===== src/rtl/tach_pkg.sv =====
// ----------------------------------------------------------------------------
// tach_pkg
// Shared types, constants and codes of the capture period tachometer.
// ----------------------------------------------------------------------------
package tach_pkg;

  // channel set and field widths
  localparam int CHANNELS   = 3;
  localparam int CH_W       = 2;
  localparam int CAP_W      = 32;
  localparam int PERIOD_W   = 32;
  localparam int MS_W       = 32;

  // configuration port
  localparam int CFG_IDX_W  = 3;
  localparam int CFG_DATA_W = 29;

  // iterative divider
  localparam int DIV_W      = 48;
  localparam int DIV_CNT_W  = $clog2(DIV_W + 1);

  // job queue between front and back (depth is a power of two)
  localparam int FIFO_DEPTH = 2;
  localparam int FIFO_PTR_W = $clog2(FIFO_DEPTH);
  localparam int FIFO_CNT_W = $clog2(FIFO_DEPTH + 1);

  // result field widths
  localparam int FREQ_W     = 37;
  localparam int SPEED_W    = 28;
  localparam int RPM_W      = 16;

  // the engine channel; lower channels are wheels
  localparam logic [CH_W-1:0] ENGINE_CH = 2'd2;

  // scale factors: speed = clk*circ*9 / (p*teeth*25), rpm = clk*60 / (p*ppr)
  localparam logic [5:0] WHEEL_NUM_K  = 6'd9;
  localparam logic [5:0] ENGINE_NUM_K = 6'd60;
  localparam logic [4:0] WHEEL_DEN_K  = 5'd25;
  localparam logic [4:0] ENGINE_DEN_K = 5'd1;

  // register reset values
  localparam logic [28:0] RST_TIMER_CLOCK_HZ   = 29'd96000000;
  localparam logic [15:0] RST_SIGNAL_TIMEOUT   = 16'd500;
  localparam logic [15:0] RST_WHEEL_HZ_LIMIT   = 16'd1000;
  localparam logic [7:0]  RST_WHEEL_TEETH      = 8'd20;
  localparam logic [12:0] RST_WHEEL_CIRC_MM    = 13'd1600;
  localparam logic [4:0]  RST_ENGINE_PPR       = 5'd1;
  localparam logic [15:0] RST_RPM_LIMIT        = 16'd20000;

  typedef enum logic {
    MODE_CAPTURE = 1'b0,
    MODE_QUERY   = 1'b1
  } mode_e;

  typedef enum logic [CFG_IDX_W-1:0] {
    CFG_TIMER_CLOCK_HZ    = 3'd0,
    CFG_SIGNAL_TIMEOUT_MS = 3'd1,
    CFG_WHEEL_HZ_LIMIT    = 3'd2,
    CFG_WHEEL_TEETH       = 3'd3,
    CFG_WHEEL_CIRC_MM     = 3'd4,
    CFG_ENGINE_PPR        = 3'd5,
    CFG_RPM_LIMIT         = 3'd6
  } cfg_idx_e;

  typedef enum logic [2:0] {
    BK_IDLE,
    BK_MUL_NUM,
    BK_MUL_DEN,
    BK_MUL_LIM,
    BK_SCALE,
    BK_START,
    BK_WAIT,
    BK_FINISH
  } back_state_e;

  typedef struct packed {
    logic [28:0] timer_clock_hz;
    logic [15:0] signal_timeout_ms;
    logic [15:0] wheel_hz_limit;
    logic [7:0]  wheel_teeth;
    logic [12:0] wheel_circumference_mm;
    logic [4:0]  crank_pulses;
    logic [15:0] rpm_limit;
  } cfg_t;

  // one query that passed the timeout and period checks
  typedef struct packed {
    logic [CH_W-1:0]     ch;
    logic [PERIOD_W-1:0] period;
  } job_t;

  typedef struct packed {
    logic busy;
    logic done;
  } div_stat_t;

endpackage


===== src/rtl/tach_div.sv =====
// ----------------------------------------------------------------------------
// tach_div
// Restoring divider, one quotient bit per cycle.
// ----------------------------------------------------------------------------
module tach_div (
  input  logic                          clk_i,
  input  logic                          rst_ni,
  input  logic                          start_i,
  input  logic [tach_pkg::DIV_W-1:0]    dividend_i,
  input  logic [tach_pkg::DIV_W-1:0]    divisor_i,
  output tach_pkg::div_stat_t           stat_o,
  output logic [tach_pkg::DIV_W-1:0]    quotient_o
);

  logic                             busy_q, done_q;
  logic [tach_pkg::DIV_CNT_W-1:0]   cnt_q;
  logic [tach_pkg::DIV_W-1:0]       rem_q, quo_q, dsr_q;
  logic [tach_pkg::DIV_W:0]         shifted;
  logic [tach_pkg::DIV_W+1:0]       diff;
  logic                             ge;

  // trial subtract of the shifted partial remainder
  assign shifted = {rem_q, quo_q[tach_pkg::DIV_W-1]};
  assign diff    = {1'b0, shifted} - {2'b0, dsr_q};
  assign ge      = !diff[tach_pkg::DIV_W+1];

  assign stat_o.busy = busy_q;
  assign stat_o.done = done_q;
  assign quotient_o  = quo_q;

  // step control
  always_ff @(posedge clk_i or negedge rst_ni) begin
    if (!rst_ni) begin
      busy_q <= 1'b0;
      done_q <= 1'b0;
      cnt_q  <= '0;
    end else begin
      done_q <= busy_q && (cnt_q == tach_pkg::DIV_CNT_W'(1));
      if (start_i) begin
        busy_q <= 1'b1;
        cnt_q  <= tach_pkg::DIV_CNT_W'(tach_pkg::DIV_W);
      end else if (busy_q) begin
        cnt_q <= cnt_q - 1'b1;
        if (cnt_q == tach_pkg::DIV_CNT_W'(1)) busy_q <= 1'b0;
      end
    end
  end

  // remainder and quotient shift
  always_ff @(posedge clk_i) begin
    if (start_i) begin
      rem_q <= '0;
      quo_q <= dividend_i;
      dsr_q <= divisor_i;
    end else if (busy_q) begin
      rem_q <= ge ? diff[tach_pkg::DIV_W-1:0] : shifted[tach_pkg::DIV_W-1:0];
      quo_q <= {quo_q[tach_pkg::DIV_W-2:0], ge};
    end
  end

endmodule


===== src/rtl/tach_back.sv =====
// ----------------------------------------------------------------------------
// tach_back
// Turns a queued period into frequency, wheel speed or engine rpm and
// holds the result in the output register.
// ----------------------------------------------------------------------------
module tach_back (
  input  logic                             clk_i,
  input  logic                             rst_ni,
  input  tach_pkg::cfg_t                   cfg_i,
  input  logic                             job_valid_i,
  input  tach_pkg::job_t                   job_i,
  output logic                             pop_o,
  output logic                             out_valid_o,
  input  logic                             out_stall_i,
  output logic [tach_pkg::CH_W-1:0]        channel_out_o,
  output logic                             signal_present_o,
  output logic [tach_pkg::FREQ_W-1:0]      frequency_q8_o,
  output logic [tach_pkg::SPEED_W-1:0]     wheel_speed_centi_kph_o,
  output logic [tach_pkg::RPM_W-1:0]       engine_rpm_o
);

  tach_pkg::back_state_e             state_q, state_d;

  logic [tach_pkg::CH_W-1:0]         ch_q;
  logic [tach_pkg::PERIOD_W-1:0]     p_q;
  logic [41:0]                       num_q;
  logic [39:0]                       den_q;
  logic [47:0]                       lim_q;
  logic [tach_pkg::DIV_W-1:0]        num_s_q, den_s_q;
  logic                              over_q;

  logic                              wheel;
  logic [7:0]                        teeth_eff;
  logic [4:0]                        ppr_eff;
  logic [12:0]                       fac_a;
  logic [7:0]                        fac_b;
  logic [5:0]                        k_num;
  logic [4:0]                        k_den;
  logic [41:0]                       num_prod;
  logic [39:0]                       den_prod;
  logic [47:0]                       lim_prod;
  logic [tach_pkg::DIV_W-1:0]        num_sc, den_sc;

  logic                              div_start;
  tach_pkg::div_stat_t               freq_stat, aux_stat;
  logic [tach_pkg::DIV_W-1:0]        freq_quo, aux_quo;

  logic                              out_free, load_out;
  logic                              res_present;
  logic [tach_pkg::FREQ_W-1:0]       res_freq;
  logic [tach_pkg::SPEED_W-1:0]      res_speed;
  logic [tach_pkg::RPM_W-1:0]        res_rpm;
  logic                              out_valid_q;

  // operand selection per channel kind; zero divisor registers act as one
  assign wheel     = (ch_q != tach_pkg::ENGINE_CH);
  assign teeth_eff = (cfg_i.wheel_teeth == '0) ? 8'd1 : cfg_i.wheel_teeth;
  assign ppr_eff   = (cfg_i.crank_pulses == '0) ? 5'd1
                                                 : cfg_i.crank_pulses;
  assign fac_a     = wheel ? cfg_i.wheel_circumference_mm : 13'd1;
  assign fac_b     = wheel ? teeth_eff : {3'b0, ppr_eff};
  assign k_num     = wheel ? tach_pkg::WHEEL_NUM_K : tach_pkg::ENGINE_NUM_K;
  assign k_den     = wheel ? tach_pkg::WHEEL_DEN_K : tach_pkg::ENGINE_DEN_K;

  // one product per multiply step; the scale step forms two
  assign num_prod = {13'b0, cfg_i.timer_clock_hz} * {29'b0, fac_a};
  assign den_prod = {8'b0, p_q} * {32'b0, fac_b};
  assign lim_prod = {16'b0, p_q} * {32'b0, cfg_i.wheel_hz_limit};
  assign num_sc   = {6'b0, num_q} * {42'b0, k_num};
  assign den_sc   = {8'b0, den_q} * {43'b0, k_den};

  // frequency and speed/rpm quotients run side by side
  tach_div u_div_freq (
    .clk_i      (clk_i),
    .rst_ni     (rst_ni),
    .start_i    (div_start),
    .dividend_i ({11'b0, cfg_i.timer_clock_hz, 8'b0}),
    .divisor_i  ({16'b0, p_q}),
    .stat_o     (freq_stat),
    .quotient_o (freq_quo)
  );

  tach_div u_div_aux (
    .clk_i      (clk_i),
    .rst_ni     (rst_ni),
    .start_i    (div_start),
    .dividend_i (num_s_q),
    .divisor_i  (den_s_q),
    .stat_o     (aux_stat),
    .quotient_o (aux_quo)
  );

  // limit checks and final fields
  always_comb begin
    res_freq    = freq_quo[tach_pkg::FREQ_W-1:0];
    res_speed   = '0;
    res_rpm     = '0;
    res_present = 1'b0;
    if (wheel) begin
      if (over_q) begin
        res_freq = '0;
      end else begin
        res_speed   = aux_quo[tach_pkg::SPEED_W-1:0];
        res_present = (aux_quo != '0);
      end
    end else begin
      if (aux_quo <= {32'b0, cfg_i.rpm_limit}) begin
        res_rpm     = aux_quo[tach_pkg::RPM_W-1:0];
        res_present = (aux_quo != '0);
      end
    end
  end

  assign out_free = !out_valid_q || !out_stall_i;

  // sequencer
  always_comb begin
    state_d   = state_q;
    pop_o     = 1'b0;
    div_start = 1'b0;
    load_out  = 1'b0;
    unique case (state_q)
      tach_pkg::BK_IDLE: begin
        if (job_valid_i) begin
          pop_o   = 1'b1;
          state_d = tach_pkg::BK_MUL_NUM;
        end
      end
      tach_pkg::BK_MUL_NUM: state_d = tach_pkg::BK_MUL_DEN;
      tach_pkg::BK_MUL_DEN: state_d = tach_pkg::BK_MUL_LIM;
      tach_pkg::BK_MUL_LIM: state_d = tach_pkg::BK_SCALE;
      tach_pkg::BK_SCALE:   state_d = tach_pkg::BK_START;
      tach_pkg::BK_START: begin
        div_start = 1'b1;
        state_d   = tach_pkg::BK_WAIT;
      end
      tach_pkg::BK_WAIT: begin
        if (aux_stat.done && freq_stat.done) state_d = tach_pkg::BK_FINISH;
      end
      tach_pkg::BK_FINISH: begin
        if (out_free) begin
          load_out = 1'b1;
          state_d  = tach_pkg::BK_IDLE;
        end
      end
      default: state_d = tach_pkg::BK_IDLE;
    endcase
  end

  always_ff @(posedge clk_i or negedge rst_ni) begin
    if (!rst_ni) begin
      state_q     <= tach_pkg::BK_IDLE;
      out_valid_q <= 1'b0;
    end else begin
      state_q <= state_d;
      if (load_out) begin
        out_valid_q <= 1'b1;
      end else if (!out_stall_i) begin
        out_valid_q <= 1'b0;
      end
    end
  end

  // operand registers
  always_ff @(posedge clk_i) begin
    if (pop_o) begin
      ch_q <= job_i.ch;
      p_q  <= job_i.period;
    end
    if (state_q == tach_pkg::BK_MUL_NUM) num_q <= num_prod;
    if (state_q == tach_pkg::BK_MUL_DEN) den_q <= den_prod;
    if (state_q == tach_pkg::BK_MUL_LIM) lim_q <= lim_prod;
    if (state_q == tach_pkg::BK_SCALE) begin
      num_s_q <= num_sc;
      den_s_q <= den_sc;
      over_q  <= ({19'b0, cfg_i.timer_clock_hz} > lim_q);
    end
  end

  // output register
  always_ff @(posedge clk_i) begin
    if (load_out) begin
      channel_out_o           <= ch_q;
      signal_present_o        <= res_present;
      frequency_q8_o          <= res_freq;
      wheel_speed_centi_kph_o <= res_speed;
      engine_rpm_o            <= res_rpm;
    end
  end

  assign out_valid_o = out_valid_q;

endmodule


===== config.mk =====
export PLATFORM = sky130hd
export DESIGN_NAME = tach_back
export DESIGN_NICKNAME = d
export VERILOG_FILES = /design/src/rtl/tach_pkg.sv /design/src/rtl/tach_div.sv /design/src/rtl/tach_back.sv
export SDC_FILE = /design/constraint.sdc
export NUM_CORES = 2
export LEC_CHECK = 0
export BUFFER_PORTS_ARGS = -buffer_cell sky130_fd_sc_hd__buf_2
export CORE_UTILIZATION = 48
export CTS_CLUSTER_DIAMETER = 150
export DETAILED_ROUTE_END_ITERATION = 10
export SLEW_MARGIN = 0
export SYNTH_ARGS = -nofsm -noshare
export SYNTH_HDL_FRONTEND = slang
export SYNTH_HIERARCHICAL = 1
export SYNTH_SLANG_ARGS = --single-unit

===== constraint.sdc =====
create_clock -name clk_i -period 11.8 [get_ports clk_i]
set_input_delay 0.59 -clock clk_i [delete_from_list [all_inputs] [get_ports clk_i]]
set_output_delay 0.59 -clock clk_i [all_outputs]
set_load 0.02 [all_outputs]

==> run_results.csv <==
group,metric,value,unit
hold_path,hold_class,"in2reg",
worst_setup_path,crit_slowest_cell,"o31ai_1",
drt,drtAntennaViolNets,0,
worst_setup_path,cp-end-kind,"flop",
drt,drc_errors,0,
cts,cts_resized,0,
yosys,syn-instance-count,8027,
worst_setup_path,startpoint,"ch_q[0]",
global_routing,gr-total-overflow,0,
global_routing,grt_pass1_wl,310,mm
worst_setup_path,cp_top_family,"adder cells",
finish,drive_above_1_share,0.0701,
sta,setup_tns,0,ps
global_routing,grt_antenna_before_repair,6,
place,dp_hpwl,143,mm
drt,vias,55414,
run,maxCapViolCount,0,
worst_setup_path,reg2reg_depth,23,
die,die_x,401,um
finish,syn_to_final_growth,7.80,%
sta,fin_skew,27.9,ps
drt,drt_pass1_iterations,6,
drt,drtIter0Drc,3611,
worst_setup_path,critPathArrivalTime,8910,ps
sta,tightestPinTransition,1090,ps
sta,clock.fmax,118,MHz
worst_setup_path,r2r_setup_slack,3340,ps
sta,rsz0062_at_grt,"false",
sta,maxSlewHeadroom,0.269,
worst_setup_path,path_class,"reg2reg",
cts,clk_pin_slew_worst_paths,60,ps
global_routing,grt_pass1_vias,57007,
cts,insertion_delay,710,ps
yosys,synth.avg_cell_area,9.52,sq um
die,start_util,0.483,
worst_setup_path,crit_end,"num_q[36]",
sta,slew_violations,0,
sta,fin_crit,8460,ps
sta,hold_viol_final,0,
drt,wl_per_cell,18.7,um
cts,htree_levels,3,
place,portBuffers,210,
worst_setup_path,worst-path-max-fanout,72,
finish,ff_latch_area,18500,sq um
place,gp_congestion,0.909,
cts,cts_buffers,81,
finish,multiInputGateArea,51400,sq um
yosys,synth_warnings,6,
finish,nNetsFinal,9871,
drt,wl,191,mm
yosys,syn_area,76400,sq um
global_routing,grt_max_degree,141,
die,num_io_pins,227,
cts,postCtsSetupRepairBufs,0,
die,rows,146,
worst_setup_path,r2r-start,"ch_q[0]",
outcome,outcome,"finished clean",
drt,detail_route.vias_per_cell,5.42,
cts,tritoncts,"built",
finish,antennaDiodeCount,0,
worst_setup_path,slowest_delay,860,ps
worst_setup_path,critPathLaunchType,"flop",
sta,finalCritPeriodShare,0.717,
worst_setup_path,regToRegEndpoint,"num_q[36]",
worst_setup_path,crit_cells,23,
worst_setup_path,cp_cell_sequence,"nand2b_4 -> buf_4 -> and2_1 -> buf_4 -> nand2_1 -> fa_1 -> fa_1 -> inv_1 -> fa_1 -> fa_1 -> inv_1 -> fa_1 -> inv_1 -> ha_1 -> and3_1 -> and3_2 -> a22oi_1 -> nor4b_1 -> o21ai_1 -> o31ai_1 -> a41oi_1 -> nor2b_1 -> xnor2_1",
cts,cts_hold_buf,1,
global_routing,grt_use_total,0.242,
finish,fillers,14620,
sta,setup_viol,0,
cts,clock_sinks,650,
worst_setup_path,cp.buffers_inverters,5,
cts,cts.path.max_buffers,3,
worst_setup_path,worstPathRequired,12250,ps
cts,cts_root_buffer,"clkbuf_16",
worst_setup_path,path_common_cell,"fa_1",
die,die_y,401,um
die,core_area,158000,sq um
die,design.die.area,161000,sq um
==> stage by stage <==
stage | area, sq um | instances | utilization | setup WS (ps) | hold WS (ps)
after floorplan | 76700 | 8103 | - | 3670 | 294
after global placement | 79500 | 10076 | 0.503 | 3490 | 400
after detailed placement | 79500 | 10076 | 0.503 | 3460 | 405
after CTS | 82300 | 10228 | 0.521 | 3450 | 7.91
after global routing | 82300 | 10228 | 0.521 | 2970 | 14.5
final | 82300 | 10228 | 0.521 | 3340 | 65.4
==> worst register-to-register path, cell delays in order, from the launching register on <==
cell and delay (ps):
edfxtp_1 460, nand2b_4 600, buf_4 560, and2_1 210, buf_4 380, nand2_1 150, fa_1 500, fa_1 550
inv_1 50, fa_1 500, fa_1 500, inv_1 50, fa_1 500, inv_1 50, ha_1 390, and3_1 200
and3_2 180, a22oi_1 190, nor4b_1 530, o21ai_1 230, o31ai_1 860, a41oi_1 250, nor2b_1 200, xnor2_1 130
==> registers in the layout, indices dropped and copies added, names as in the netlist, 2 cells and up <==
name / cells
lim_q: 48
num_s_q: 48
u_div_aux/dsr_q: 48
u_div_aux/quotient_o: 48
u_div_aux/rem_q: 48
u_div_freq/dsr_q: 48
u_div_freq/quotient_o: 48
u_div_freq/rem_q: 48
den_s_q: 45
num_q: 42
den_q: 40
frequency_q8_o: 37
p_q: 32
wheel_speed_centi_kph_o: 28
engine_rpm_o: 16
u_div_aux/cnt_q: 6
u_div_freq/cnt_q: 6
state_q: 3
ch_q: 2
channel_out_o: 2
==> layout by cell type (no fill, tap or decap), types with 53 or more instances in the layout <==
cell / count
xor2_1: 87
ha_1: 591
nand2_1: 950
nor2_1: 309
inv_1: 1443
o21ai_0: 189
nand4_1: 71
dfxtp_1: 96
and3_1: 217
buf_4: 82
and2_1: 379
xnor2_1: 183
a311oi_1: 53
a21oi_1: 400
conb_1: 78
nor3_1: 54
nor2b_1: 147
buf_2: 210
fa_1: 1051
mux2_2: 100
edfxtp_1: 534
clkbuf_16: 82
nand3_1: 82
a21o_1: 170
==> per-layer routing <==
layer,part of all wire,up-vias,global-route usage
li1,-,25981,-
met1,0.46,27563,0.348
met2,0.44,1601,0.375
met3,0.065,269,0.0410
met4,0.027,0,0.0689
met5,0,-,0
==> worst min-delay path by stage <==
stage / start / endpoint / slack [ps] / cells after the start
2_1_floorplan: rst_ni / out_valid_o / 290 / 0
3_3_place_gp: den_s_q[7] / u_div_aux/dsr_q[7] / 400 / 0
3_5_place_dp: den_s_q[24] / u_div_aux/dsr_q[24] / 400 / 0
4_1_cts: job_i[27] / p_q[27] / 8 / 1
5_1_grt: job_i[27] / p_q[27] / 10 / 1
6_report: job_i[27] / p_q[27] / 70 / 1
==> final cells by class <==
| class | instances | area share |
|---|---|---|
| clock buffer | 95 | 0.0258 |
| clock inverter | 56 | 0.00807 |
| inverter | 1445 | 0.0659 |
| multi-input combinational | 5615 | 0.624 |
| sequential | 650 | 0.224 |
| tap | 2072 | 0.0315 |
| timing repair buffer | 295 | 0.0208 |
Power is left out: the tool's default activity adds up to more than one toggle a clock period on the data nets, which glitch-free logic cannot reach.
