--- config.mk ---
export PLATFORM = sky130hd
export DESIGN_NAME = tach_front
export DESIGN_NICKNAME = d
export VERILOG_FILES = /design/src/rtl/tach_pkg.sv /design/src/rtl/tach_front.sv
export SDC_FILE = /design/constraint.sdc
export NUM_CORES = 1
export LEC_CHECK = 0
export BUFFER_PORTS_ARGS = -buffer_cell sky130_fd_sc_hd__buf_2
export CAP_MARGIN = 20
export CORE_MARGIN = 1
export CORE_UTILIZATION = 59
export DETAILED_ROUTE_END_ITERATION = 12
export GPL_TIMING_DRIVEN = 0
export PLACE_DENSITY_LB_ADDON = 0.25
export REMOVE_ABC_BUFFERS = 1
export SYNTH_ARGS = -nofsm -noshare
export SYNTH_HDL_FRONTEND = slang
export SYNTH_SLANG_ARGS = --single-unit
--- constraint.sdc ---
create_clock -name clk_i -period 8.91 [get_ports clk_i]
set_input_delay 1.3365 -clock clk_i [delete_from_list [all_inputs] [get_ports clk_i]]
set_output_delay 1.3365 -clock clk_i [all_outputs]
set_load 0.01 [all_outputs]
--- src/rtl/tach_pkg.sv ---
// ----------------------------------------------------------------------------
// tach_pkg
// Shared types, constants and codes of the capture period tachometer.
// ----------------------------------------------------------------------------
package tach_pkg;

  // channel set and field widths
  localparam int CHANNELS   = 3;
  localparam int CH_W       = 2;
  localparam int CAP_W      = 32;
  localparam int PERIOD_W   = 32;
  localparam int MS_W       = 32;

  // configuration port
  localparam int CFG_IDX_W  = 3;
  localparam int CFG_DATA_W = 29;

  // iterative divider
  localparam int DIV_W      = 48;
  localparam int DIV_CNT_W  = $clog2(DIV_W + 1);

  // job queue between front and back (depth is a power of two)
  localparam int FIFO_DEPTH = 2;
  localparam int FIFO_PTR_W = $clog2(FIFO_DEPTH);
  localparam int FIFO_CNT_W = $clog2(FIFO_DEPTH + 1);

  // result field widths
  localparam int FREQ_W     = 37;
  localparam int SPEED_W    = 28;
  localparam int RPM_W      = 16;

  // the engine channel; lower channels are wheels
  localparam logic [CH_W-1:0] ENGINE_CH = 2'd2;

  // scale factors: speed = clk*circ*9 / (p*teeth*25), rpm = clk*60 / (p*ppr)
  localparam logic [5:0] WHEEL_NUM_K  = 6'd9;
  localparam logic [5:0] ENGINE_NUM_K = 6'd60;
  localparam logic [4:0] WHEEL_DEN_K  = 5'd25;
  localparam logic [4:0] ENGINE_DEN_K = 5'd1;

  // register reset values
  localparam logic [28:0] RST_TIMER_CLOCK_HZ   = 29'd96000000;
  localparam logic [15:0] RST_SIGNAL_TIMEOUT   = 16'd500;
  localparam logic [15:0] RST_WHEEL_HZ_LIMIT   = 16'd1000;
  localparam logic [7:0]  RST_WHEEL_TEETH      = 8'd20;
  localparam logic [12:0] RST_WHEEL_CIRC_MM    = 13'd1600;
  localparam logic [4:0]  RST_ENGINE_PPR       = 5'd1;
  localparam logic [15:0] RST_RPM_LIMIT        = 16'd20000;

  typedef enum logic {
    MODE_CAPTURE = 1'b0,
    MODE_QUERY   = 1'b1
  } mode_e;

  typedef enum logic [CFG_IDX_W-1:0] {
    CFG_TIMER_CLOCK_HZ    = 3'd0,
    CFG_SIGNAL_TIMEOUT_MS = 3'd1,
    CFG_WHEEL_HZ_LIMIT    = 3'd2,
    CFG_WHEEL_TEETH       = 3'd3,
    CFG_WHEEL_CIRC_MM     = 3'd4,
    CFG_ENGINE_PPR        = 3'd5,
    CFG_RPM_LIMIT         = 3'd6
  } cfg_idx_e;

  typedef enum logic [2:0] {
    BK_IDLE,
    BK_MUL_NUM,
    BK_MUL_DEN,
    BK_MUL_LIM,
    BK_SCALE,
    BK_START,
    BK_WAIT,
    BK_FINISH
  } back_state_e;

  typedef struct packed {
    logic [28:0] timer_clock_hz;
    logic [15:0] signal_timeout_ms;
    logic [15:0] wheel_hz_limit;
    logic [7:0]  wheel_teeth;
    logic [12:0] wheel_circumference_mm;
    logic [4:0]  crank_pulses;
    logic [15:0] rpm_limit;
  } cfg_t;

  // one query that passed the timeout and period checks
  typedef struct packed {
    logic [CH_W-1:0]     ch;
    logic [PERIOD_W-1:0] period;
  } job_t;

  typedef struct packed {
    logic busy;
    logic done;
  } div_stat_t;

endpackage

--- src/rtl/tach_front.sv ---
// ----------------------------------------------------------------------------
// tach_front
// Takes input transfers, keeps per-channel capture state and turns live
// queries into jobs for the back end.
// ----------------------------------------------------------------------------
module tach_front (
  input  logic                            clk_i,
  input  logic                            rst_ni,
  input  logic                            in_valid_i,
  output logic                            in_stall_o,
  input  logic                            mode_i,
  input  logic [tach_pkg::CH_W-1:0]       channel_i,
  input  logic [31:0]                     capture_value_i,
  input  logic [tach_pkg::MS_W-1:0]       now_ms_i,
  input  logic [15:0]                     timeout_i,
  input  logic                            fifo_full_i,
  output logic                            push_o,
  output tach_pkg::job_t                  job_o
);

  logic [tach_pkg::CAP_W-1:0]    prev_cap_q   [tach_pkg::CHANNELS];
  logic [tach_pkg::PERIOD_W-1:0] period_q     [tach_pkg::CHANNELS];
  logic [tach_pkg::MS_W-1:0]     last_ms_q    [tach_pkg::CHANNELS];

  logic                          accept;
  logic                          ch_ok;
  logic                          is_capture;
  logic [tach_pkg::CAP_W-1:0]    cap;
  logic [tach_pkg::PERIOD_W-1:0] sel_period;
  logic [tach_pkg::MS_W-1:0]     sel_last_ms;
  logic [tach_pkg::MS_W-1:0]     elapsed;

  assign in_stall_o = fifo_full_i;
  assign accept     = in_valid_i && !fifo_full_i;
  assign ch_ok      = (int'(channel_i) < tach_pkg::CHANNELS);
  assign is_capture = (tach_pkg::mode_e'(mode_i) == tach_pkg::MODE_CAPTURE);
  assign cap        = capture_value_i[tach_pkg::CAP_W-1:0];

  // state of the addressed channel
  always_comb begin
    sel_period  = '0;
    sel_last_ms = '0;
    for (int i = 0; i < tach_pkg::CHANNELS; i++) begin
      if (int'(channel_i) == i) begin
        sel_period  = period_q[i];
        sel_last_ms = last_ms_q[i];
      end
    end
  end

  // a query is live while its channel saw an edge recently and has a period
  assign elapsed = now_ms_i - sel_last_ms;
  assign push_o  = accept && ch_ok && !is_capture &&
                   (elapsed <= {16'b0, timeout_i}) && (sel_period != '0);
  assign job_o.ch     = channel_i;
  assign job_o.period = sel_period;

  // capture events update the channel state
  always_ff @(posedge clk_i or negedge rst_ni) begin
    if (!rst_ni) begin
      for (int i = 0; i < tach_pkg::CHANNELS; i++) begin
        prev_cap_q[i] <= '0;
        period_q[i]   <= '0;
        last_ms_q[i]  <= '0;
      end
    end else if (accept && is_capture) begin
      for (int i = 0; i < tach_pkg::CHANNELS; i++) begin
        if (int'(channel_i) == i) begin
          if (prev_cap_q[i] != '0) begin
            period_q[i] <= tach_pkg::PERIOD_W'(cap - prev_cap_q[i]);
          end
          prev_cap_q[i] <= cap;
          last_ms_q[i]  <= now_ms_i;
        end
      end
    end
  end

endmodule

==> impl_metrics.toml, run 1 <==
[floorplan]
dieArea_um2 = 33600
core-area_um2 = 32500
dieHeight_um = 183
start_util_pct = 59.8
die_w_um = 183
ios = 123
row_count = 66

[place]
place_inst = 2575
gp_congestion = 0.969
numPortBuffers = 122
hpwlAfterDp_um = 36900

[final_layout]
fin_cells = 2638
area_growth_syn_to_layout_pct = 13.0
nFillCells = 2599
multi_input_area_um2 = 11400
drive_above_1_share_pct = 18.3
final_core_util_pct = 67.5
final_nets = 2404
seqCellArea_um2 = 7210
diodes = 0

[timing]
min_period_ps = 8550
setup-violations-final = 0
drv_slew = 0
fmax_mhz = 117
slew_headroom_pct = 38.7
hold_viol_final = 0
skew_ps = 11.1
finalCritPeriodShare_pct = 96.0
worstMarginPinSlew_ps = 914
rsz0062_at_grt = "no"

[synth]
yosysWarnings = 0
synth_top_area_cell = "dfrtp_1"
synth_edf_count = 0
syn_inst = 2064
synth_area_leaders = "dfrtp_1 (37%), mux2_2 (9.2%), ha_1 (9.0%)"
postSynth.asyncResetShare_pct = 100
netlist_area_um2 = 19400
ys_seq_area_share_pct = 37.1
synthFlopType = "dfrtp_1"
yosysTopAreaCellShare_pct = 37.1
ys_seq_elements = 288
ys_types = 74
syn_area_per_cell_um2 = 9.40

[cts]
cts_buffers = 36
clock_latency_ps = 520
root_buffer = "clkbuf_16"
cts.sinks = 288
cts_buffer_depth = 3
clk_pin_slew_worst_paths_ps = 60
htree_levels = 2
tritoncts = "done"

[min_path]
hold_class = "reg -> reg"

[pwr]
ir_worst_vdd_mv = 0.154
power.switching_w = 0.00199
pwr-share-seq_pct = 35.1
power.share.clock_pct = 26.9
internal-power_w = 0.00352
swShare_pct = 36.1
combPwrFrac_pct = 37.9
p_per_area_nw_per_um2 = 251
p_leak_nw = 10.3

[route]
wirelength_um = 50400
drt_pass1_iterations = 7
ant_nets = 0
via_per_inst = 6.14
wl_per_cell_um = 19.1
num_vias = 16205
drc = 0
drtIter0Drc = 1275

[worst_setup_path]
cpPeakStageDelay_ps = 420
cpMaxStageDelayCell = "fa_1"
cp-start-kind = "input port"
cpLargestDelayFamily = "compound AO/OA/AOI/OAI gates"
critPathCaptureType = "primary output"
critPathArrivalTime_ps = 7220
crit_required_ps = 7570
critPathKind = "in -> out"
path_max_fanout = 27
crit_buf_inv = 5

[job]
cap_viol_max_count = 0

[grt]
first_global_vias = 15740
grt_usage_pct = 30.1
antenna_found_initial = 1
gr-total-overflow = 0
grt_pass1_wl_um = 80800
grt_max_degree = 122

[outcome]
status = "finished, final reports clean"
[what timing repair did]
item	CTS	global route
setup buffers	0	1
setup endpoints to repair	1	1
hold endpoints to repair	0	0
hold buffers	0	0
gates cloned	0	1
gates resized for setup	2	1
[per-layer routing]
metal	GRT usage, %	vias up	part of all wire [%]
met3	3.26	102	4.7
met4	9.27	2	2.9
met2	51.7	486	48
li1	-	7720	-
met5	0	-	0.030
met1	39.9	7895	44
[power groups by stage]
stage               Combinational [W]  Sequential [W]  Clock [W]
global route                  0.00232         0.00197    0.00156
finish                        0.00209         0.00193    0.00148
CTS                           0.00207         0.00193    0.00151
global placement              0.00197         0.00193          0
detailed placement            0.00205         0.00195          0
floorplan                     0.00154         0.00186          0
[synth_stat cells (6+ instances only)]
library cell,n
inv_1,148
o21bai_1,9
nor4_1,38
nand4_1,19
mux2_2,158
nand3_1,28
o31ai_1,18
buf_1,20
nand3b_1,8
o31a_1,8
a31o_2,8
nor2b_1,20
nand2_1,200
dfrtp_1,288
mux2i_1,68
xor2_1,38
buf_2,10
a21o_1,52
a211o_1,7
nand2b_1,17
xnor2_1,41
or2_2,8
or3_1,11
nor2_1,87
nor3b_1,23
clkbuf_1,47
nor3_1,23
a31oi_1,11
a21boi_0,6
a211oi_1,19
and2_1,8
and3_1,23
a21oi_1,139
a2111oi_0,8
o21ai_0,156
o2bb2ai_1,33
o211ai_1,16
ha_1,140
o21a_1,28
[registers in the layout, indices dropped and copies added (netlist names)]
signal	cells
last_ms_q	96
period_q	96
prev_cap_q	96
[stage by stage]
stage                     hold slack, ps  TNS (ps)  cell area [um^2]  setup slack (ps)  power, W
final                                476         0             21900               357   0.00550
after global routing                 493         0             21900               119   0.00585
after CTS                            479         0             21900              71.0   0.00550
after detailed placement             467     -27.3             20700             -27.3   0.00399
after global placement               460   -604530             20200            -12780   0.00390
after floorplan                      443    -76310             19100             -2710   0.00340
[final cells by class]
cell class | count | share of cell area (%)
flip-flops and latches | 288 | 32.9
clock inverters | 12 | 0.668
well taps | 442 | 2.52
multi-input cells | 1548 | 51.8
repair buffers | 151 | 4.78
inverters | 148 | 2.53
clock buffers | 49 | 4.79
[placed cells by master, fill, tap and decap left out, types with 7 or more instances in the layout]
master / instances
nor2_1: 87
mux2i_1: 68
or3_1: 11
nor3b_1: 23
inv_1: 148
xnor2_1: 41
clkbuf_8: 8
nand2_1: 198
o21a_1: 28
a21oi_1: 139
nand2b_1: 17
o211ai_1: 16
a31o_2: 8
a21o_1: 52
xor2_1: 38
nor2b_1: 19
nor4_1: 38
and2_1: 8
o31a_1: 8
o21bai_1: 9
buf_4: 13
a31oi_1: 11
nand3_1: 28
a2111oi_0: 8
nand3b_1: 8
and3_1: 23
clkbuf_16: 38
a211o_1: 7
mux2_2: 158
o21ai_0: 156
ha_1: 140
nand4_1: 19
buf_6: 7
or2_2: 8
o2bb2ai_1: 33
a211oi_1: 19
dfrtp_1: 288
nor3_1: 22
o31ai_1: 18
buf_2: 119
[worst paths after layout]
path                                        endpoint                 startpoint  cells past startpoint  slack (ps)
max reg2reg                 period_q[30]$_DFFE_PN0P_  prev_cap_q[0]$_DFFE_PN0P_                     11        4960
max                                           push_o               channel_i[0]                     26         360
max in group asynchronous   period_q[85]$_DFFE_PN0P_                     rst_ni                      3        6660
min in group asynchronous  last_ms_q[34]$_DFFE_PN0P_                     rst_ni                      1         720
min reg2reg                  period_q[1]$_DFFE_PN0P_    period_q[1]$_DFFE_PN0P_                      2         480
min                          period_q[1]$_DFFE_PN0P_    period_q[1]$_DFFE_PN0P_                      2         480
[worst min-delay path, stage by stage (launching register included)]
cell	delay (ps)
dfrtp_1	340
nand2_1	40
o21ai_0	60
[cell families (layout without fill, tap and decap cells)]
group	Yosys count	in the layout	synth area share, %
adders and majority gates	144	144	9.44
muxes	226	226	12.7
and+or+nand+nor	530	530	13.5
buffers and inverters	228	360	4.53
AOI/OAI and AO/OA	569	569	19.2
DFF	288	288	37.1
xor gates and xnor gates	79	79	3.57
No activity file was read; power rests on OpenSTA's default activity.
==> run 2: changes to the inputs <==
--- a/config.mk
+++ b/config.mk
@@ -5,6 +5,7 @@
 export SDC_FILE = /design/constraint.sdc
 export NUM_CORES = 1
 export LEC_CHECK = 0
+export ABC_AREA = 1
 export BUFFER_PORTS_ARGS = -buffer_cell sky130_fd_sc_hd__buf_2
 export CAP_MARGIN = 20
 export CORE_MARGIN = 1
@@ -16,3 +17,4 @@
 export SYNTH_ARGS = -nofsm -noshare
 export SYNTH_HDL_FRONTEND = slang
 export SYNTH_SLANG_ARGS = --single-unit
+export TNS_END_PERCENT = 1
==> run 2 against run 1 <==
  * Sequential share of layout area down 1.2 points
  * Register-to-register slack gained 1100 ps
  * Routed wire length is 31% higher
  * Synthesized cell count up 44%
  * Hold slack better by 3.7 ps
  * Final cell count is 34% higher
  * Clock skew is 1.9 ps higher
  * Clock power barely moved
  * Combinational power rose by 7%
  * Global-route usage rose by 6.9 points
  * Non-clock buffer count fell by 17
  * Flip-flop and latch count stayed put
==> impl_metrics.toml, run 2 <==
[synth]
yosysMostFrequentCell = "nand2_1"
synth-compound-area-share_pct = 16.3
syn_area_per_cell_um2 = 6.92
syn_inst = 2974
ys_seq_area_share_pct = 35.0
synth_top_family_by_area = "simple AND/OR/NAND/NOR gates"
synth_area_leaders = "dfrtp_1 (35%), nand2_1 (15%), ha_1 (8.5%)"
yosysTopAreaCellShare_pct = 35.0
synth-adder-area-share_pct = 8.90
synth_common_cells = "nand2_1 (825), inv_1 (425), o21ai_0 (315), dfrtp_1 (288), nor2_1 (256)"
synth-simple-area-share_pct = 27.1
synth_edf_count = 0
yosysWarnings = 0
synth_top_area_cell = "dfrtp_1"
muxShareOfSynthArea_pct = 0
ys_seq_elements = 288
postSynth.asyncResetShare_pct = 100
netlist_area_um2 = 20600
synth-xor-area-share_pct = 2.68
synthFlopType = "dfrtp_1"
ys_types = 47

[timing]
slew_headroom_pct = 30.6
fmax_mhz = 124
min_period_ps = 8040
skew_ps = 13.0
setup-violations-final = 0
finalCritPeriodShare_pct = 90.2
hold_viol_final = 0
rsz0062_at_grt = "no"
finalSetupTns_ps = 0
worstMarginPinSlew_ps = 1030
fin_ws_ps = 871
drv_slew = 0

[grt]
grt_max_degree = 112
grt_usage_pct = 37.0
first_global_vias = 20255
grt_pass1_wl_um = 103000
gr-total-overflow = 0
antenna_found_initial = 0

[final_layout]
nFillCells = 3039
area_growth_syn_to_layout_pct = 10.6
top_regs = "last_ms_q: 96 flops, period_q: 96 flops, prev_cap_q: 96 flops"
final_nets = 3288
final_core_util_pct = 66.1
drive_above_1_share_pct = 7.33
diodes = 0
final_cell_mix = "nand2_1 (825), inv_1 (425), o21ai_0 (315)"
final_common_cell = "nand2_1"

[place]
gp_congestion = 1.01
place_ws_ps = 681
numPortBuffers = 122
hpwlAfterDp_um = 50000

[route]
wl_per_cell_um = 18.6
drt_pass1_iterations = 5
drtIter0Drc = 1299
num_vias = 20376
via_per_inst = 5.76
wirelength_um = 65900
ant_nets = 0
drc = 0

[cts]
postCtsSetupBuffers = 0
clock_latency_ps = 540
cts_buffers = 34
cts.sinks = 288
clk_pin_slew_worst_paths_ps = 50
cts-hold-fix-buffers = 0
htree_levels = 2
tritoncts = "done"
cts_buffer_depth = 3
root_buffer = "clkbuf_16"
cts_resized = 0

[worst_setup_path]
cpLargestDelayFamily = "simple AND/OR/NAND/NOR gates"
cp-start-kind = "input port"
crit_buf_inv = 4
cpMaxStageDelayCell = "nand2_4"
path_max_fanout = 58
r2r_setup_slack_ps = 6030
cpPeakStageDelay_ps = 650
critPathArrivalTime_ps = 6700
crit_required_ps = 7570
crit_chain = "buf_2, buf_16, inv_2, nand2_4, o221ai_1, ha_1, a21oi_1, nand2_1, a21oi_1, o21ai_1, xor2_1, ha_1, a21oi_1, o21ai_0, nor2_1, nand2_1, nand2_1, nand4_1, nor2_1, nand4_1, nor2_1, buf_2"
critPathKind = "in -> out"
critPathCaptureType = "primary output"

[job]
cap_viol_max_count = 0

[floorplan]
dieArea_um2 = 35600
core-area_um2 = 34500
row_count = 68
dieHeight_um = 189
start_util_pct = 59.7
die_w_um = 189
ios = 123

[min_path]
hold_class = "reg -> reg"

[pwr]
ir_worst_vdd_mv = 0.188
p_leak_nw = 11.9
p_per_area_nw_per_um2 = 245

[outcome]
status = "finished, final reports clean"
run 2: power breakdown:
part	internal [W]	total [W]	switching (W)
Clock	0.000907	0.00148	0.000571
Sequential	0.00167	0.00187	0.000197
Combinational	0.000768	0.00223	0.00146
run 2: cell families after synthesis:
logic type / Yosys count
buffers and inverters: 522
XOR/XNOR: 63
adder cells (fa/ha/maj): 144
AO/OA/AOI/OAI: 607
AND/OR/NAND/NOR: 1350
flip-flops: 288
run 2: path summary, 6_finish.rpt:
kind,from,endpoint,cells after the start
setup / recovery,channel_i[0],push_o,22
max in group asynchronous,rst_ni,prev_cap_q[23]$_DFFE_PN0P_,3
hold reg to reg,period_q[13]$_DFFE_PN0P_,period_q[13]$_DFFE_PN0P_,2
min in group asynchronous,rst_ni,last_ms_q[3]$_DFFE_PN0P_,1
hold / removal,period_q[13]$_DFFE_PN0P_,period_q[13]$_DFFE_PN0P_,2
setup reg to reg,prev_cap_q[0]$_DFFE_PN0P_,period_q[30]$_DFFE_PN0P_,12
run 2: worst reg2reg max path, stage by stage, from the launching register on:
cell and delay [ps]:
dfrtp_1 480, ha_1 270, fa_1 430, o21ai_2 270, a21boi_2 110, o21ai_0 460, nand2_1 130, nand2_1 190
nand3_1 130, nand2_1 100, nand2_1 50, nand3_1 90, nand2_1 60
run 2: stage by stage:
step                hold WS [ps]  total power (W)  area (um^2)  instances
finish                       480          0.00558        22800       3537
detailed placement           466          0.00405        21500       3471
global placement             455          0.00397        21300       3464
CTS                          482          0.00555        22700       3532
floorplan                    442          0.00337        20200       2887
global route                 497          0.00594        22800       3537
run 2: metal layers:
layer	wire (um)	GRT usage [%]	up-vias
met4	3700	22.2	0
li1	-	-	9858
met2	32800	65.8	724
met1	25500	42.5	9597
met3	3840	4.54	197
met5	0	0	-
run 2: area by class of cell:
cell class | count | area [um^2] | share of cell area [%]
flip-flops and latches | 288 | 7210 | 31.7
inverters | 435 | 1640 | 7.18
clock buffers | 49 | 1010 | 4.44
clock inverters | 12 | 164 | 0.720
repair buffers | 134 | 871 | 3.83
multi-input cells | 2164 | 11300 | 49.7
well taps | 455 | 569 | 2.50
