## config.mk

```make
export PLATFORM = sky130hd
export DESIGN_NAME = tach_fifo
export DESIGN_NICKNAME = d
export VERILOG_FILES = /design/src/rtl/tach_pkg.sv /design/src/rtl/tach_fifo.sv
export SDC_FILE = /design/constraint.sdc
export NUM_CORES = 1
export LEC_CHECK = 0
export BUFFER_PORTS_ARGS = -buffer_cell sky130_fd_sc_hd__buf_2
export CAP_MARGIN = 20
export CORE_ASPECT_RATIO = 0.6
export CORE_MARGIN = 1
export CORE_UTILIZATION = 55
export DETAILED_ROUTE_END_ITERATION = 7
export PLACE_DENSITY = 0.83
export SYNTH_ARGS = -nofsm -noshare
export SYNTH_HDL_FRONTEND = slang
export SYNTH_SLANG_ARGS = --single-unit
```

## constraint.sdc

```tcl
create_clock -name clk_i -period 6.9 [get_ports clk_i]
set_input_delay 2.07 -clock clk_i [delete_from_list [all_inputs] [get_ports clk_i]]
set_output_delay 2.07 -clock clk_i [all_outputs]
set_load 0.01 [all_outputs]
```

## src/rtl/tach_pkg.sv

```systemverilog
// ----------------------------------------------------------------------------
// tach_pkg
// Shared types, constants and codes of the capture period tachometer.
// ----------------------------------------------------------------------------
package tach_pkg;

  // channel set and field widths
  localparam int CHANNELS   = 3;
  localparam int CH_W       = 2;
  localparam int CAP_W      = 32;
  localparam int PERIOD_W   = 32;
  localparam int MS_W       = 32;

  // configuration port
  localparam int CFG_IDX_W  = 3;
  localparam int CFG_DATA_W = 29;

  // iterative divider
  localparam int DIV_W      = 48;
  localparam int DIV_CNT_W  = $clog2(DIV_W + 1);

  // job queue between front and back (depth is a power of two)
  localparam int FIFO_DEPTH = 2;
  localparam int FIFO_PTR_W = $clog2(FIFO_DEPTH);
  localparam int FIFO_CNT_W = $clog2(FIFO_DEPTH + 1);

  // result field widths
  localparam int FREQ_W     = 37;
  localparam int SPEED_W    = 28;
  localparam int RPM_W      = 16;

  // the engine channel; lower channels are wheels
  localparam logic [CH_W-1:0] ENGINE_CH = 2'd2;

  // scale factors: speed = clk*circ*9 / (p*teeth*25), rpm = clk*60 / (p*ppr)
  localparam logic [5:0] WHEEL_NUM_K  = 6'd9;
  localparam logic [5:0] ENGINE_NUM_K = 6'd60;
  localparam logic [4:0] WHEEL_DEN_K  = 5'd25;
  localparam logic [4:0] ENGINE_DEN_K = 5'd1;

  // register reset values
  localparam logic [28:0] RST_TIMER_CLOCK_HZ   = 29'd96000000;
  localparam logic [15:0] RST_SIGNAL_TIMEOUT   = 16'd500;
  localparam logic [15:0] RST_WHEEL_HZ_LIMIT   = 16'd1000;
  localparam logic [7:0]  RST_WHEEL_TEETH      = 8'd20;
  localparam logic [12:0] RST_WHEEL_CIRC_MM    = 13'd1600;
  localparam logic [4:0]  RST_ENGINE_PPR       = 5'd1;
  localparam logic [15:0] RST_RPM_LIMIT        = 16'd20000;

  typedef enum logic {
    MODE_CAPTURE = 1'b0,
    MODE_QUERY   = 1'b1
  } mode_e;

  typedef enum logic [CFG_IDX_W-1:0] {
    CFG_TIMER_CLOCK_HZ    = 3'd0,
    CFG_SIGNAL_TIMEOUT_MS = 3'd1,
    CFG_WHEEL_HZ_LIMIT    = 3'd2,
    CFG_WHEEL_TEETH       = 3'd3,
    CFG_WHEEL_CIRC_MM     = 3'd4,
    CFG_ENGINE_PPR        = 3'd5,
    CFG_RPM_LIMIT         = 3'd6
  } cfg_idx_e;

  typedef enum logic [2:0] {
    BK_IDLE,
    BK_MUL_NUM,
    BK_MUL_DEN,
    BK_MUL_LIM,
    BK_SCALE,
    BK_START,
    BK_WAIT,
    BK_FINISH
  } back_state_e;

  typedef struct packed {
    logic [28:0] timer_clock_hz;
    logic [15:0] signal_timeout_ms;
    logic [15:0] wheel_hz_limit;
    logic [7:0]  wheel_teeth;
    logic [12:0] wheel_circumference_mm;
    logic [4:0]  crank_pulses;
    logic [15:0] rpm_limit;
  } cfg_t;

  // one query that passed the timeout and period checks
  typedef struct packed {
    logic [CH_W-1:0]     ch;
    logic [PERIOD_W-1:0] period;
  } job_t;

  typedef struct packed {
    logic busy;
    logic done;
  } div_stat_t;

endpackage

```

## src/rtl/tach_fifo.sv

```systemverilog
// ----------------------------------------------------------------------------
// tach_fifo
// Short job queue between the front end and the arithmetic back end.
// ----------------------------------------------------------------------------
module tach_fifo (
  input  logic              clk_i,
  input  logic              rst_ni,
  input  logic              push_i,
  input  tach_pkg::job_t    job_i,
  input  logic              pop_i,
  output tach_pkg::job_t    job_o,
  output logic              valid_o,
  output logic              full_o
);

  tach_pkg::job_t                          mem_q [tach_pkg::FIFO_DEPTH];
  logic [tach_pkg::FIFO_PTR_W-1:0]         wr_ptr_q, rd_ptr_q;
  logic [tach_pkg::FIFO_CNT_W-1:0]         count_q, count_d;
  logic                                    do_push, do_pop;

  assign full_o  = (count_q == tach_pkg::FIFO_CNT_W'(tach_pkg::FIFO_DEPTH));
  assign valid_o = (count_q != '0);
  assign job_o   = mem_q[rd_ptr_q];
  assign do_push = push_i && !full_o;
  assign do_pop  = pop_i && valid_o;

  // occupancy
  always_comb begin
    count_d = count_q;
    case ({do_push, do_pop})
      2'b10:   count_d = count_q + 1'b1;
      2'b01:   count_d = count_q - 1'b1;
      default: count_d = count_q;
    endcase
  end

  // pointers and fill level
  always_ff @(posedge clk_i or negedge rst_ni) begin
    if (!rst_ni) begin
      wr_ptr_q <= '0;
      rd_ptr_q <= '0;
      count_q  <= '0;
    end else begin
      if (do_push) wr_ptr_q <= wr_ptr_q + 1'b1;
      if (do_pop)  rd_ptr_q <= rd_ptr_q + 1'b1;
      count_q <= count_d;
    end
  end

  // entry storage
  always_ff @(posedge clk_i) begin
    if (do_push) mem_q[wr_ptr_q] <= job_i;
  end

endmodule

```

==> results of run 1 <==
-- worst min path at each step --
stage | slack, ps | cells past startpoint | from | end
after global placement | 470 | 1 | count_q[1]$_DFFE_PN0P_ | count_q[1]$_DFFE_PN0P_
final | 500 | 1 | count_q[1]$_DFFE_PN0P_ | count_q[1]$_DFFE_PN0P_
after detailed placement | 490 | 1 | count_q[1]$_DFFE_PN0P_ | count_q[1]$_DFFE_PN0P_
after global routing | 520 | 1 | count_q[1]$_DFFE_PN0P_ | count_q[1]$_DFFE_PN0P_
after floorplan | 460 | 1 | count_q[1]$_DFFE_PN0P_ | count_q[1]$_DFFE_PN0P_
after CTS | 500 | 1 | count_q[1]$_DFFE_PN0P_ | count_q[1]$_DFFE_PN0P_
-- logic make-up (layout without fill, tap and decap cells) --
| logic type | after synthesis | after routing |
|---|---|---|
| buf+inv | 5 | 92 |
| fa+ha+maj | 1 | 1 |
| flops | 72 | 72 |
| mux | 34 | 34 |
| xor+xnor | 5 | 5 |
| simple gates | 7 | 7 |
-- sequential cells by signal, summed over array words and instances (netlist names) --
name	cells
count_q	2
mem_q	68
rd_ptr_q	1
wr_ptr_q	1
-- area by class of cell --
cell class                      instances  share of cell area (%)
Sequential cell                        72                    64.9
Multi-Input combinational cell         47                    14.7
Timing Repair Buffer                   75                    11.5
Clock buffer                           10                    3.87
Clock inverter                          6                    2.54
Tap cell                               63                    2.39
Inverter                                1                   0.114
-- worst register-to-register path: cells and delay by family (launching register included) --
family | cells | cell delay (ps)
and+or+nand+nor | 3 | 1130
DFF | 1 | 430
-- where the power goes --
| group | total [mW] | internal (mW) | switching [mW] |
|---|---|---|---|
| clock network | 0.343 | 0.202 | 0.141 |
| logic | 0.408 | 0.193 | 0.215 |
| registers | 0.648 | 0.600 | 0.0477 |
-- metrics by stage --
| step | setup WS (ps) | hold slack, ps | total power, mW |
|---|---|---|---|
| after floorplan | 2870 | 456 | 0.926 |
| after global placement | 3240 | 473 | 1.04 |
| after detailed placement | 3180 | 486 | 1.07 |
| after CTS | 2800 | 499 | 1.41 |
| after global routing | 2720 | 515 | 1.46 |
| final | 2830 | 498 | 1.40 |
-- metal layers --
layer  vias to the layer above  routed length (um)  share of wire [%]  GRT usage, %
met5                         -                   0                  0             0
met4                         0                  36               0.77          6.70
met3                         4                 295                6.3          7.51
met2                        57                2180                 47          30.5
met1                       659                2160                 46          26.0
li1                        645                   -                  -             -
-- cells in the final DEF, fill, tap and decap left out, types with 2 or more instances in the layout --
cell / n
buf_2: 73
edfxtp_1: 68
mux2_2: 33
clkbuf_8: 9
dfrtp_1: 4
xnor2_1: 3
clkinv_2: 3
xor2_1: 2
bufinv_16: 2
buf_4: 2
==> run metrics, run 1 <==
adder-cell share of the synthesized area=less than 1%; filler instances=around 300; status=complete, no violations; Fin. Hold Viols=0; Die H=about 56 um; CTS Root Buffer Type=clkbuf_8; Reg clk slew, reported paths=approximately 70 ps; via/cell ratio=4.98; critical path class=reg -> out; buffers added on ports=73; Clk Latency, worst-skew pair=320 ps; Critical Path Slowest Stage Cell=dfrtp_1; Ys Warns=0; Final Critical Period=4070 ps; multi-input logic area=around 490 um2; Critical path buffers and inverters=2; CP Capture Type=output port; post-synth net total=163; FF-to-FF Start=count_q[0]$_DFFE_PN0P_; worst hold path class=reg -> reg; final instance area=0.00330 mm2; CP endpoint=job_o[15]; Detail Route Antenna Nets=0; Core ar.=0.00461 mm2; DP HPWL=3110 um; CP Max Fanout=21; Arr. time, crit path=2000 ps; post-synthesis simple-gate area fraction=1.45%; Max Fclk=about 250 MHz; R2R Setup Slk=4950 ps; max incr delay on CP=about 740 ps; Util after Layout=71.6%; XOR/XNOR share of the synthesized area=about 1.6%; Placed Cells incl. Taps=258; TritonCTS Sinks=72; Slew HR=33.5%; multiplexer area fraction after synthesis=14.3%; register area share after synthesis=80.3%; Synth Area in Compound Gates=0%; cells on worst reg2reg path=3; die width=between 90 and 100 um; Area Growth Syn to Fin=23.7%; CTS max path bufs=2; FF+latch count, synth=about 70; IO Pins=74; Slew Limit Fails=0; worst clock skew=9.79 ps; setup bufs post-CTS=0; period utilisation layout=59.0%; RSZ-0062 raised after global routing=false; Cell Area, Placed=about 0.0031 mm2; cell accounting for the most synthesized area=edfxtp_1; Setup crit start=rd_ptr_q$_DFFE_PN0P_; CP cell instances=buf_4 > mux2_2 > buf_2; largest net degree at the start of global routing=35; site row count=19; peak supply drop=0.000270 V; antenna cells=0; number of synthesized flops with an enable pin=between 60 and 70; Synth cell types=15; largest family of logic cells by synthesized area=multiplexers; post-cts gate resize count=0; vias in the first global route=1,443; CTS tree=built; CP startpoint kind=flop; top post-synthesis cells by count=edfxtp_1, mux2_2, buf_6, dfrtp_1, xnor2_1; max cap viols=0; routed vias=1,365; most frequent cell after synthesis=edfxtp_1; final setup vio count=0; Slew @ Worst Pin=995 ps; Post-Syn Area=0.00267 mm2; Residual DRC=0; wire per inst=17.0 um; Detailed Route WL=4670 um; CTS hold repair buffers=0; worst r2r dst=mem_q[0][27]$_DFFE_PP_; Power per Cell Area=424 mW/mm2; first-pass GRT wire length=between 7000 and 8000 um; ratio of cells with drive above 1 in the final layout=roughly 59%; top cell type's share of synthesized area=76.5%; Post-synth top flop=edfxtp_1; largest cells by area after synthesis=edfxtp_1, mux2_2, dfrtp_1, buf_6, xnor2_1; antenna violations before repair=0; asr flop ratio synth=5.56%; Top delay family on crit path=flip-flops; H-tree levels=3; # nets final=245; CTS Buf Count=9; register area=~0.0021 mm2; leakage=1.27 nW; final cell count without fillers=274; Sum Neg Setup Slack=0 ps; CP Data Required Time=4830 ps; GR Util All Layers=between 15 and 20%; Mean Syn Cell Area=21.5 um2; Iter 0 DRT Violations=58; gpl congestion=0.724; Initial Util=slightly below 60%; instance count on the critical path=3; drt first pass iters=4; Die Footprint=0.00514 mm2; Synth Instances=124; GR Overflow Total=0
No activity file was read; power rests on OpenSTA's default activity.
==> run 2, diff against run 1 <==
Settings changed: ABC_AREA set to 1, CORE_UTILIZATION 55 to 53, PLACE_DENSITY 0.83 to 0.79.
Clock period 6.9 ns to 4 ns, I/O delays scaled along.
==> run metrics, run 2 <==
Placed Cells incl. Taps=about 360; Synth cell types=19; Detailed Route WL=4660 um; buffers added on ports=73; period utilisation layout=67.5%; Max Fclk=371 MHz; Final Critical Period=2700 ps; Detail Route Antenna Nets=0; drt first pass iters=4; Slew Limit Fails=0; FF-to-FF Start=count_q[1]$_DFFE_PN0P_; status=complete, no violations; XOR/XNOR share of the synthesized area=0.286%; Largest register FFs=68; multiplexer area fraction after synthesis=0%; Synth Area in Compound Gates=less than 1%; CP startpoint kind=flop; CTS max path bufs=2; H-tree levels=3; DP HPWL=roughly 3100 um; Slew HR=32.2%; CP endpoint=job_o[12]; largest net degree at the start of global routing=36; CTS Buf Count=9; ratio of cells with drive above 1 in the final layout=53.9%; worst r2r dst=mem_q[1][23]$_DFFE_PP_; number of synthesized flops with an enable pin=68; gpl congestion=roughly 0.76; Cell Area, Placed=0.00346 mm2; final setup vio count=0; CP Data Required Time=between 2000 and 3000 ps; Setup crit start=rd_ptr_q$_DFFE_PN0P_; Area Growth Syn to Fin=18.9%; max cap viols=0; Arr. time, crit path=around 1500 ps; Die Footprint=0.00610 mm2; asr flop ratio synth=~5.6%; register area share after synthesis=69.9%; TritonCTS Sinks=72; Residual DRC=0; post-synthesis simple-gate area fraction=approximately a quarter; CP Capture Type=output port; max incr delay on CP=440 ps; Mean Syn Cell Area=14.7 um2; CTS hold repair buffers=0; instance count on the critical path=4; GR Util All Layers=16.6%; top cell type's share of synthesized area=approximately 67%; antenna cells=0; most common cell after layout, fill and taps aside=buf_2; top post-synthesis cells by count=edfxtp_1, nand2_1, nand2_2; most frequent cell after synthesis=edfxtp_1; Critical Path Slowest Stage Cell=dfrtp_1; adder-cell share of the synthesized area=0.408%; Top delay family on crit path=buffers and inverters; CP cell instances=inv_8 > nand2_1 > nand2_1 > buf_2; antenna violations before repair=1; Synth Instances=209; most frequent cells in the layout=buf_2, edfxtp_1, nand2_1, nand2_2, nand2_4; vias in the first global route=1,541; site row count=21; via/cell ratio=4.55; Post-Syn Area=between 0.003 and 0.004 mm2; IO Pins=74; routed vias=1,696; worst clock skew=9.32 ps; die width=around 100 um; post-cts gate resize count=0; largest family of logic cells by synthesized area=simple AND/OR/NAND/NOR gates; Iter 0 DRT Violations=60; Post-synth top flop=edfxtp_1; peak supply drop=0.000361 V; # nets final=327; Initial Util=between 50% and 60%; worst hold path class=reg -> reg; leakage=1.61 nW; Top reg by flops=mem_q; Sum Neg Setup Slack=0 ps; first-pass GRT wire length=7010 um; setup bufs post-CTS=0; Critical path buffers and inverters=2; most used cell along the critical path=nand2_1; Clk Latency, worst-skew pair=between 300 and 400 ps; FF+latch count, synth=between 70 and 80; Power per Cell Area=722 mW/mm2; top flop regs=mem_q: 68 flops, count_q: 2 flops; largest cells by area after synthesis=edfxtp_1, nand2_4, nand2_2, nand2_1, dfrtp_1; GR Overflow Total=0; wire per inst=around 12 um; Ys Warns=0; critical path class=reg -> out; RSZ-0062 raised after global routing=false; CTS tree=built; post-synth net total=roughly 250; CTS Root Buffer Type=clkbuf_8; R2R Setup Slk=2180 ps; cell accounting for the most synthesized area=edfxtp_1; Reg clk slew, reported paths=70 ps; Fin. Hold Viols=0; final instance area=about 0.0036 mm2; Core ar.=0.00557 mm2; cells on worst reg2reg path=3; final cell count without fillers=373; Util after Layout=between 60% and 70%; CP Max Fanout=35; Die H=just over 60 um; Slew @ Worst Pin=1010 ps
## run 2: where the power goes
part | total (mW) | switching, mW | internal [mW]
Clock | 0.528 | 0.246 | 0.282
Sequential | 1.12 | 0.0855 | 1.04
Combinational | 0.982 | 0.635 | 0.347
## run 2: area by class of cell
| type | count | area [um2] |
|---|---|---|
| clock buffers | 9 | 124 |
| clock inverters | 7 | 62.6 |
| fillers | 448 | 1930 |
| inverters | 9 | 41.3 |
| multi-input cells | 121 | 795 |
| flip-flops and latches | 72 | 2140 |
| well taps | 80 | 100 |
| repair buffers | 75 | 380 |
## run 2: cells by family after synthesis
kind of cell,Yosys count
compound gates,1
xor+xnor,1
fa+ha+maj,1
buf+inv,16
flops,72
simple gates,118
## run 2: worst min-delay path by stage
stage | start | to | slack [ps] | cells after the start
4_1_cts | wr_ptr_q$_DFFE_PN0P_ | wr_ptr_q$_DFFE_PN0P_ | 480 | 2
2_1_floorplan | count_q[1]$_DFFE_PN0P_ | count_q[1]$_DFFE_PN0P_ | 440 | 2
6_report | wr_ptr_q$_DFFE_PN0P_ | wr_ptr_q$_DFFE_PN0P_ | 480 | 2
3_5_place_dp | wr_ptr_q$_DFFE_PN0P_ | wr_ptr_q$_DFFE_PN0P_ | 470 | 2
3_3_place_gp | count_q[1]$_DFFE_PN0P_ | count_q[1]$_DFFE_PN0P_ | 460 | 2
5_1_grt | wr_ptr_q$_DFFE_PN0P_ | wr_ptr_q$_DFFE_PN0P_ | 500 | 2
## run 2: stage by stage
| stage | power [mW] | hold WS [ps] | worst slack (ps) |
|---|---|---|---|
| after floorplan | 1.90 | 442 | 872 |
| after global placement | 2.12 | 457 | 1470 |
| after detailed placement | 2.14 | 468 | 1420 |
| after CTS | 2.68 | 484 | 1260 |
| after global routing | 2.81 | 502 | 1180 |
| final | 2.63 | 481 | 1300 |
## run 2: per-layer routing
metal | vias up | share of wire, % | GRT usage, %
met5 | - | 0 | 0
met4 | 0 | 0.49 | 6.21
met3 | 2 | 8.9 | 8.87
met2 | 62 | 48 | 26.0
met1 | 777 | 43 | 20.0
li1 | 855 | - | -
## run 2: worst register-to-register path, delay by kind of cell, from the launching register on
family | cells | cell delay, ps
simple gates | 1 | 780
flops | 1 | 400
buf+inv | 1 | 160
compound gates | 1 | 110
==> run 3, diff against run 2 <==
Settings changed: CORE_UTILIZATION 53 to 48, PLACE_DENSITY 0.79 to 0.76.
Clock period 4 ns to 2.4 ns, I/O delays scaled along.
==> run metrics, run 3 (synthesized netlist as in run 2, its figures left out) <==
clock network fraction of total power=21.8%; leakage=around 1.6 nW; post-cts gate resize count=0; CTS hold repair buffers=0; max cap viols=0; ratio of cells with drive above 1 in the final layout=53.9%; Cell Area, Placed=0.00349 mm2; wire per inst=around 13 um; Power per Cell Area=1230 mW/mm2; met2 Usage GRT=26.3%; antenna violations before repair=0; Reg clk slew, reported paths=70 ps; status=complete, no violations; sequential share of power=roughly two fifths; CP Max Fanout=35; Top reg by flops=mem_q; internal power=2.91 mW; first-pass GRT wire length=7920 um; Clk Latency, worst-skew pair=330 ps; CTS Buf Count=9; CTS max path bufs=2; Slew HR=68.0%; largest net degree at the start of global routing=36; top flop regs=mem_q: 68 flops, count_q: 2 flops; Final Critical Period=2220 ps; Residual DRC=0; peak supply drop=about 0.00065 V; most common cell after layout, fill and taps aside=buf_2; Slew Limit Fails=0; switching share of power=36.2%; critical path class=reg -> out; R2R Setup Slk=840 ps; final instance area=0.00370 mm2; CTS tree=built; IO Pins=74; Slew @ Worst Pin=480 ps; Largest register FFs=68; cells on worst reg2reg path=6; site row count=22; Max Fclk=around 450 MHz; Setup crit start=rd_ptr_q$_DFFE_PN0P_; Detail Route Antenna Nets=0; met1 Use GR=20.8%; Detailed Route WL=4950 um; Area Growth Syn to Fin=20.8%; Placed Cells incl. Taps=363; DP HPWL=roughly 3200 um; Core ar.=0.00614 mm2; Comb pwr share=37.3%; gpl congestion=0.754; CP Data Required Time=1680 ps; routed vias=1,719; GR Overflow Total=0; # nets final=~330; Fin. Hold Viols=0; FF-to-FF Start=count_q[1]$_DFFE_PN0P_; worst clock skew=about 6.5 ps; die width=~110 um; CP endpoint=job_o[17]; filler instances=484; Sum Neg Setup Slack=0 ps; drt first pass iters=6; H-tree levels=3; CP Capture Type=output port; final setup vio count=0; worst r2r dst=mem_q[0][12]$_DFFE_PP_; vias in the first global route=1,625; antenna cells=0; Initial Util=49.9%; grt met3 use=approximately 7%; CTS Root Buffer Type=clkbuf_8; TritonCTS Sinks=72; Psw=1.65 mW; worst hold path class=in -> async; Die H=63.9 um; Arr. time, crit path=1500 ps; gr busiest metal=met2; buffers added on ports=73; GR Util All Layers=16.4%; RSZ-0062 raised after global routing=false; CP startpoint kind=flop; final cell count without fillers=379; Util after Layout=60.3%; setup bufs post-CTS=0; most frequent cells in the layout=buf_2, edfxtp_1, nand2_1, nand2_2, nand2_4; via/cell ratio=roughly 4.5; period utilisation layout=between 90% and 100%; Die Footprint=0.00672 mm2; Iter 0 DRT Violations=88
run 3: cell count changes in the layout (fill, tap and decap cells not counted), sizes merged:
cell      before  now
clkinv         6    2
buf           75   77
clkinvlp       0    2
bufinv         1    2
clkbuf         9   10
run 3: power groups by stage:
stage	Clock (mW)	Combinational (mW)	Sequential (mW)
4_1_cts	1.02	1.75	1.87
6_report	0.994	1.71	1.87
3_3_place_gp	0	1.70	1.89
2_1_floorplan	0	1.30	1.87
5_1_grt	1.08	1.89	1.89
3_5_place_dp	0	1.74	1.90
run 3: layout make-up:
| cell class | instances | area, um2 | share of cell area (%) |
|---|---|---|---|
| Clock inverter | 6 | 83.8 | 2.26 |
| Clock buffer | 10 | 128 | 3.45 |
| Sequential cell | 72 | 2140 | 57.9 |
| Tap cell | 84 | 105 | 2.84 |
| Inverter | 9 | 41.3 | 1.12 |
| Timing Repair Buffer | 77 | 408 | 11.0 |
| Multi-Input combinational cell | 121 | 795 | 21.5 |
run 3: worst min path at each step:
stage | startpoint | endpoint | slack (ps)
final | rst_ni | rd_ptr_q$_DFFE_PN0P_ | 190
after global routing | rst_ni | wr_ptr_q$_DFFE_PN0P_ | 170
after CTS | rst_ni | rd_ptr_q$_DFFE_PN0P_ | 170
after detailed placement | wr_ptr_q$_DFFE_PN0P_ | wr_ptr_q$_DFFE_PN0P_ | 470
after global placement | count_q[1]$_DFFE_PN0P_ | count_q[1]$_DFFE_PN0P_ | 460
after floorplan | rst_ni | count_q[0]$_DFFE_PN0P_ | 420
run 3: per-stage QoR:
step	hold slack (ps)	total power, mW	setup WS (ps)
2_1_floorplan	424	3.17	319
3_3_place_gp	456	3.59	563
3_5_place_dp	470	3.63	531
4_1_cts	171	4.64	142
5_1_grt	168	4.86	63.8
6_report	189	4.57	175
run 3: critical path: stages, from the launching register on:
cell and delay (ps):
dfrtp_1 470, inv_8 400, nand2_1 100, nand2_1 90
buf_2 120
run 3: layer usage:
metal / routed length (um) / share of wire [%]
met1: 2200 / 44
met2: 2320 / 47
met3: 418 / 8.4
met4: 11 / 0.22
met5: 0 / 0
